**config.mk**
```make
export PLATFORM = sky130hd
export DESIGN_NAME = stable_priority_queue
export DESIGN_NICKNAME = d
export VERILOG_FILES = /design/src/rtl/core/spq_pkg.sv /design/src/rtl/core/spq_cell.sv /design/src/rtl/core/stable_priority_queue.sv
export SDC_FILE = /design/constraint.sdc
export NUM_CORES = 1
export LEC_CHECK = 0
export ABC_AREA = 1
export BUFFER_PORTS_ARGS = -buffer_cell sky130_fd_sc_hd__buf_4
export CAP_MARGIN = 15
export CORE_MARGIN = 2
export CORE_UTILIZATION = 50
export DETAILED_ROUTE_END_ITERATION = 8
export GPL_TIMING_DRIVEN = 0
export PLACE_DENSITY = 0.66
export SLEW_MARGIN = 20
export SYNTH_ARGS = -nofsm -noshare
export SYNTH_HDL_FRONTEND = slang
export SYNTH_HIERARCHICAL = 1
export SYNTH_SLANG_ARGS = --single-unit
```
**constraint.sdc**
```tcl
create_clock -name clk_i -period 4.5 [get_ports clk_i]
set_input_delay 0.225 -clock clk_i [delete_from_list [all_inputs] [get_ports clk_i]]
set_output_delay 0.225 -clock clk_i [all_outputs]
set_load 0.02 [all_outputs]
```
**src/rtl/core/spq_pkg.sv**
```systemverilog
// Shared types and codes for the stable priority queue.
package spq_pkg;

  localparam int unsigned IdW    = 16;
  localparam int unsigned KeyW   = 8;
  localparam int unsigned OccW   = 5;
  localparam int unsigned InDataW  = 24;
  localparam int unsigned OutDataW = 56;

  typedef enum logic {
    CMD_INSERT = 1'b0,
    CMD_REMOVE = 1'b1
  } cmd_e;

  typedef enum logic [1:0] {
    ST_DONE  = 2'd0,
    ST_FULL  = 2'd1,
    ST_EMPTY = 2'd2
  } status_e;

  typedef struct packed {
    logic            valid;
    logic [IdW-1:0]  id;
    logic [KeyW-1:0] count;
  } entry_t;

  typedef struct packed {
    logic            ins;
    logic            rem;
    logic [IdW-1:0]  id;
    logic [KeyW-1:0] key;
  } ctrl_t;

endpackage

```
**src/rtl/core/spq_cell.sv**
```systemverilog
// One slot of the sorted chain: holds an entry and shifts toward its neighbors.
module spq_cell
  import spq_pkg::*;
(
  input  logic   clk_i,
  input  logic   rst_ni,
  input  ctrl_t  ctrl_i,
  input  entry_t prev_entry_i,
  input  logic   prev_keep_i,
  input  entry_t next_entry_i,
  output logic   keep_o,
  output entry_t entry_o,
  output entry_t entry_d_o
);

  logic            valid_q, valid_d;
  logic [IdW-1:0]  id_q, id_d;
  logic [KeyW-1:0] count_q, count_d;

  // The entry stays when it ranks at or above the incoming key.
  assign keep_o = valid_q && (count_q >= ctrl_i.key);

  always_comb begin
    valid_d = valid_q;
    id_d    = id_q;
    count_d = count_q;
    if (ctrl_i.ins && !keep_o) begin
      if (prev_keep_i) begin
        valid_d = 1'b1;
        id_d    = ctrl_i.id;
        count_d = ctrl_i.key;
      end else begin
        valid_d = prev_entry_i.valid;
        id_d    = prev_entry_i.id;
        count_d = prev_entry_i.count;
      end
    end else if (ctrl_i.rem) begin
      valid_d = next_entry_i.valid;
      id_d    = next_entry_i.id;
      count_d = next_entry_i.count;
    end
  end

  always_ff @(posedge clk_i or negedge rst_ni) begin
    if (!rst_ni) begin
      valid_q <= 1'b0;
    end else begin
      valid_q <= valid_d;
    end
  end

  always_ff @(posedge clk_i) begin
    id_q    <= id_d;
    count_q <= count_d;
  end

  assign entry_o   = '{valid: valid_q, id: id_q, count: count_q};
  assign entry_d_o = '{valid: valid_d, id: id_d, count: count_d};

endmodule

```
**src/rtl/core/stable_priority_queue.sv**
```systemverilog
// Top level of the stable priority queue: cell chain, fill count and result register.
//
//   Channel  | Direction | Carries
//   s_axis   | in        | tuser: cmd; tdata: cust_id, ticket_count
//   m_axis   | out       | tuser: status; tdata: removed and head entries, occupancy
//
// Each transfer updates the whole cell chain at once, so one item per cycle while the output is not stalled.
// The result is registered and appears the cycle after the input transfer.
// A new input is taken while the result register is empty or being drained.
// Reset empties the queue at once; no clearing pass is needed.
module stable_priority_queue
  import spq_pkg::*;
#(
  parameter int unsigned DEPTH = 16
) (
  input  logic                clk_i,
  input  logic                rst_ni,
  input  logic                s_axis_tvalid_i,
  output logic                s_axis_tready_o,
  input  logic [InDataW-1:0]  s_axis_tdata_i,  // cust_id[15:0], ticket_count[23:16]
  input  logic                s_axis_tuser_i,  // cmd[0]
  output logic                m_axis_tvalid_o,
  input  logic                m_axis_tready_i,
  output logic [OutDataW-1:0] m_axis_tdata_o,  // removed_valid[0], removed_id[16:1],
                                               // removed_count[24:17], head_valid[25],
                                               // head_id[41:26], head_count[49:42],
                                               // occupancy[54:50], zero[55]
  output logic [1:0]          m_axis_tuser_o   // status[1:0]
);

  localparam int unsigned CntW = $clog2(DEPTH + 1);

  entry_t            ent_q [DEPTH];
  entry_t            ent_d [DEPTH];
  logic [DEPTH-1:0]  keep;
  logic [DEPTH-1:0]  vld;
  ctrl_t             ctrl;
  logic              accept, is_rem, full, empty;
  logic [CntW-1:0]   cnt_q, cnt_d;
  logic [CntW+4:0]   occ_ext;

  logic              out_vld_q;
  status_e           status_q, status_d;
  entry_t            rem_q, rem_d;
  entry_t            head_q, head_d;
  logic [OccW-1:0]   occ_q;

  assign accept = s_axis_tvalid_i && s_axis_tready_o;
  assign is_rem = (cmd_e'(s_axis_tuser_i) == CMD_REMOVE);
  assign full   = vld[DEPTH-1];
  assign empty  = !vld[0];

  assign ctrl.ins = accept && !is_rem && !full;
  assign ctrl.rem = accept && is_rem && !empty;
  assign ctrl.id  = s_axis_tdata_i[IdW-1:0];
  assign ctrl.key = s_axis_tdata_i[IdW+KeyW-1:IdW];

  for (genvar i = 0; i < DEPTH; i++) begin : g_cell
    entry_t prev_e, next_e;
    logic   prev_k;
    if (i == 0) begin : g_first
      assign prev_e = '0;
      assign prev_k = 1'b1;
    end else begin : g_mid
      assign prev_e = ent_q[i-1];
      assign prev_k = keep[i-1];
    end
    if (i == DEPTH - 1) begin : g_last
      assign next_e = '0;
    end else begin : g_body
      assign next_e = ent_q[i+1];
    end
    spq_cell u_cell (
      .clk_i       (clk_i),
      .rst_ni      (rst_ni),
      .ctrl_i      (ctrl),
      .prev_entry_i(prev_e),
      .prev_keep_i (prev_k),
      .next_entry_i(next_e),
      .keep_o      (keep[i]),
      .entry_o     (ent_q[i]),
      .entry_d_o   (ent_d[i])
    );
    assign vld[i] = ent_q[i].valid;
  end

  always_comb begin
    cnt_d = cnt_q;
    if (ctrl.ins) begin
      cnt_d = cnt_q + CntW'(1);
    end else if (ctrl.rem) begin
      cnt_d = cnt_q - CntW'(1);
    end
  end

  assign occ_ext = {5'b0, cnt_d};

  always_comb begin
    status_d = ST_DONE;
    if (!is_rem && full) begin
      status_d = ST_FULL;
    end else if (is_rem && empty) begin
      status_d = ST_EMPTY;
    end
    rem_d  = ctrl.rem ? ent_q[0] : '0;
    head_d = ent_d[0].valid ? ent_d[0] : '0;
  end

  always_ff @(posedge clk_i or negedge rst_ni) begin
    if (!rst_ni) begin
      cnt_q     <= '0;
      out_vld_q <= 1'b0;
    end else begin
      cnt_q <= cnt_d;
      if (accept) begin
        out_vld_q <= 1'b1;
      end else if (m_axis_tready_i) begin
        out_vld_q <= 1'b0;
      end
    end
  end

  always_ff @(posedge clk_i) begin
    if (accept) begin
      status_q <= status_d;
      rem_q    <= rem_d;
      head_q   <= head_d;
      occ_q    <= occ_ext[OccW-1:0];
    end
  end

  assign s_axis_tready_o = !out_vld_q || m_axis_tready_i;
  assign m_axis_tvalid_o = out_vld_q;
  assign m_axis_tuser_o  = status_q;
  assign m_axis_tdata_o  = {1'b0, occ_q, head_q.count, head_q.id, head_q.valid,
                            rem_q.count, rem_q.id, rem_q.valid};

`ifndef SYNTH
  a_cnt_matches_cells: assert property (@(posedge clk_i) disable iff (!rst_ni)
    cnt_q == CntW'($countones(vld)))
    else $error("fill count differs from occupied cells");

  a_cells_contiguous: assert property (@(posedge clk_i) disable iff (!rst_ni)
    ((vld >> 1) & ~vld) == '0)
    else $error("occupied cells are not a prefix of the chain");

  a_removal_status: assert property (@(posedge clk_i) disable iff (!rst_ni)
    (m_axis_tvalid_o && rem_q.valid) |-> (status_q == ST_DONE))
    else $error("removed entry reported with a failure status");
`endif

endmodule

```
# Word-level counts from Yosys, hierarchy flattened
# Index checks and enable logic that the tools add are counted.
# W data, S select, Z words.
# op_classes
add_sub_neg,2
n_mul,0
div,0
magnitude_cmp,16
n_eq_ne,0
shifts,0
n_mux,147
n_bitwise,0
reduce_logical,76
# op_table
cell,n
$mux W16,47
$mux W8,47
$ge A8 B8 Y1,16
$mux W1,49
$logic_and A1 B1 Y1,39
$reduce_bool A2 Y1,16
$mux W25,1
$logic_not A1 Y1,20
$mux W5,2
$add A5 B1 Y5 const B,1
$sub A5 B1 Y5 const B,1
$mux W2,1
$logic_or A1 B1 Y1,1
# word_totals
regBits,463
latch_bits,0
ramBits,0
rom_bits,0
output_inout_bits,60
mem_count,0

# Depth between registers and ports, before layout
# logic_depth
depth_word,8
ltp_mapped,19

# Hierarchy
# Netlist, hierarchy kept.
# modules_own_cells
mod,instances,cells_per_inst,area_per_inst_um2
spq_cell,16,248,1754.2
stable_priority_queue,1,232,2676.3

# Worst setup path before layout
# Ideal clock, no wire load.
# synth_timing
kind,flip-flop to flip-flop
start,reg out_vld_q (netlist: m_axis_tvalid_o)
end,"reg head_q, in the netlist m_axis_tdata_o[26], data pin"
arrival_time_ps,2581
setup_slack_ps,1670
path_stages_with_launch,14
n_path_buf,3
synth_period_minus_slack_ps,2830
cell_sequence,dfrtp_1 nand2_4 nand2_4 inv_2 nand2_2 inv_2 buf_2 nand2_8 nand2_1 nand2_1 buf_4 buf_2 nand2_1 inv_1
# synth_lines
item,line_no,source
from (decl),stable_priority_queue.sv:42,logic out_vld_q;
from (signal assigned),stable_priority_queue.sv:112,out_vld_q <= 1'b0;
from (signal assigned),stable_priority_queue.sv:116,out_vld_q <= 1'b1;
from (signal assigned),stable_priority_queue.sv:118,out_vld_q <= 1'b0;
to (signal assigned),stable_priority_queue.sv:127,head_q <= head_d;
to (decl),stable_priority_queue.sv:45,"entry_t head_q, head_d;"

==> impl_metrics.csv <==
group,metric,value,unit
cts,cts_setup_buffers,0,
critical_path,critPathCaptureType,"register",
synth,synth_warnings,6,
sta,worst_slew_pin_slew,0.918,ns
power,peakVddDrop,0.000313,V
final_layout,fillers,5951,
cts,clk_pin_slew_worst_paths,0.06,ns
final_layout,area_growth,11.6,%
routing,dr.pass1.iters,6,
routing,drtIter0Drc,1638,
cts,cts_root_buffer,"clkbuf_16",
cts,cts_buffer_depth,3,
sta,drv_slew,0,
final_layout,drive_gt1_share,23.3,%
sta,finalHoldViolations,0,
sta,rsz0062_at_grt,"no",
critical_path,cp_data_arrival_time,3.71,ns
routing,vias_per_cell,5.13,
critical_path,required,4.88,ns
placement,gp_congestion,0.888,
grt,grt_pass1_vias,25800,
floorplanning,die_area,0.0632,mm^2
sta,fin_crit,3.33,ns
sta,tns,0,ns
synth,synth_cells,4184,
floorplanning,start_util,50.6,%
sta,setup_viol,0,
power,p_leak,18.2,nW
sta,period_share,74.0,%
grt,antenna_found_initial,0,
routing,drc,0,
floorplanning,io_pins,89,
floorplanning,core.rowCount,90,
critical_path,crit_type,"register to register",
sta,slew_headroom,38.6,%
status,status,"completed",
final_layout,nets,4540,
final_layout,diodes,0,
grt,grtUsageTotal,26.8,%
critical_path,critPathLaunchType,"register",
sta,clock.fmax,0.300,GHz
cts,numCtsBuffers,53,
routing,wl_per_cell,16.3,um
synth,syn_avg_cell_area,7.32,um^2
synth,netlist_area,0.0306,mm^2
grt,grt_max_degree,60,
cts,clock_latency,0.63,ns
grt,overflow,0,
cts,cts_tree,"done",
placement,dp_worst_setup_slack,1.14,ns
placement,hpwl,63800,um
cts,htreeDepth,2,
routing,num_vias,26700,
cts,clock_sinks,463,
routing,ant_nets,0,
grt,grt_pass1_wl,136000,um
floorplanning,core_area,0.0605,mm^2
routing,wl,85000,um
sta,finClkSkew,0.0247,ns
critical_path,worstPathMaxFanout,59,
worst_hold_path,hold_path.class,"input port to register",
job,cap_violations,0,
floorplanning,fp.dieH,251,um
final_layout,post-route-util,56.5,%
floorplanning,die_w,251,um
placement,port_buffers,87,
sta,setup_ws,1.17,ns
power,power_density,552,mW/mm^2
[worst paths after layout]
| kind | from | to | slack (ns) | cells past startpoint |
|---|---|---|---|---|
| min in group asynchronous | rst_ni | g_cell[15].u_cell/valid_q$_DFF_PN0_ | 0.14 | 2 |
| setup reg to reg | m_axis_tvalid_o$_DFFE_PN0P_ | m_axis_tdata_o[48]$_SDFFCE_PN0P_ | 1.17 | 13 |
| hold / removal | m_axis_tready_i | m_axis_tdata_o[0]$_SDFFCE_PN0P_ | 0.07 | 5 |
| hold reg to reg | g_cell[15].u_cell/id_q[11]$_DFF_P_ | g_cell[15].u_cell/id_q[11]$_DFF_P_ | 0.57 | 3 |
| max in group asynchronous | rst_ni | g_cell[8].u_cell/valid_q$_DFF_PN0_ | 4.00 | 2 |
| setup / recovery | m_axis_tvalid_o$_DFFE_PN0P_ | m_axis_tdata_o[48]$_SDFFCE_PN0P_ | 1.17 | 13 |
[stage by stage]
step                      hold slack (ns)  instance area (um^2)  power (mW)  instances
after global routing               0.0829                 34200        20.3       5206
after global placement              0.228                 32400        14.5       5103
after detailed placement            0.230                 32400        14.6       5103
after floorplan                   -0.0706                 30800        12.6       4234
final                              0.0740                 34200        18.9       5206
after CTS                          0.0414                 34200        18.9       5206
[state kept, by name (all words and copies together) (netlist names)]
| name | flops |
|---|---|
| g_cell.u_cell/id_q | 256 |
| g_cell.u_cell/count_q | 128 |
| m_axis_tdata_o | 50 |
| g_cell.u_cell/valid_q | 16 |
| cnt_q | 5 |
| occ_q | 5 |
| m_axis_tuser_o | 2 |
| m_axis_tvalid_o | 1 |
[metal layers]
metal,global-route usage (%),vias to the layer above,wire [um]
met5,0,-,0
met4,6.90,0,1920
met3,3.67,138,4200
met2,46.5,520,40600
met1,34.9,12300,38300
li1,-,13800,-
[final cells by class]
class / instances / area, um^2 / share of cell area, %
repair buffers: 92 / 703 / 2.06
plain buffers: 263 / 1740 / 5.10
inverters: 266 / 1000 / 2.93
clock buffers: 79 / 1480 / 4.34
flip-flops and latches: 463 / 9950 / 29.1
well taps: 782 / 978 / 2.86
clock inverters: 19 / 190 / 0.557
multi-input cells: 3242 / 18100 / 53.0
[critical path: stages (launching register included)]
cell and delay (ns):
dfrtp_1 0.40, nand2_4 0.11, nand2_4 0.08, inv_4 0.55
nand2_2 0.23, inv_2 0.45, buf_2 0.35, nand2_8 0.10
nand2_1 0.07, nand2_1 0.08, buf_4 0.17, buf_2 0.21
nand2_1 0.19, inv_1 0.05
[power by group]
| group | switching (mW) | internal, mW |
|---|---|---|
| clock | 1.80 | 2.45 |
| sequential | 1.44 | 5.71 |
| combinational | 4.08 | 3.38 |
| total | 7.33 | 11.5 |
[repair_timing]
item,CTS,global route
gates resized for setup,0,0
hold endpoints to repair,26,0
hold buffers,5,0
[placed cells by master (no fill, tap or decap)]
| cell | count |
|---|---|
| nand2_1 | 1766 |
| nand3_1 | 408 |
| mux2_2 | 384 |
| dfxtp_1 | 384 |
| inv_1 | 263 |
| nand2_2 | 162 |
| buf_4 | 137 |
| buf_2 | 131 |
| ha_1 | 130 |
| o21ai_0 | 128 |
| clkbuf_1 | 68 |
| edfxtp_1 | 57 |
| clkbuf_16 | 53 |
| conb_1 | 52 |
| nor2_1 | 36 |
| a21oi_1 | 32 |
| nor2_2 | 32 |
| dfrtp_1 | 22 |
| nand2_4 | 18 |
| buf_6 | 17 |
| buf_12 | 17 |
| a21o_1 | 16 |
| nand4_1 | 16 |
| nand3_2 | 16 |
| nand2_8 | 16 |
| or2_2 | 16 |
| nor2_4 | 11 |
| clkinv_1 | 7 |
| clkbuf_8 | 6 |
| clkinv_2 | 5 |
| dlygate4sd3_1 | 5 |
| bufinv_16 | 3 |
| inv_2 | 2 |
| xor2_1 | 2 |
| clkinv_8 | 2 |
| inv_4 | 1 |
| nand4_2 | 1 |
| inv_6 | 1 |
| clkinvlp_4 | 1 |
Note: power is estimated with default switching activity, not from simulation.
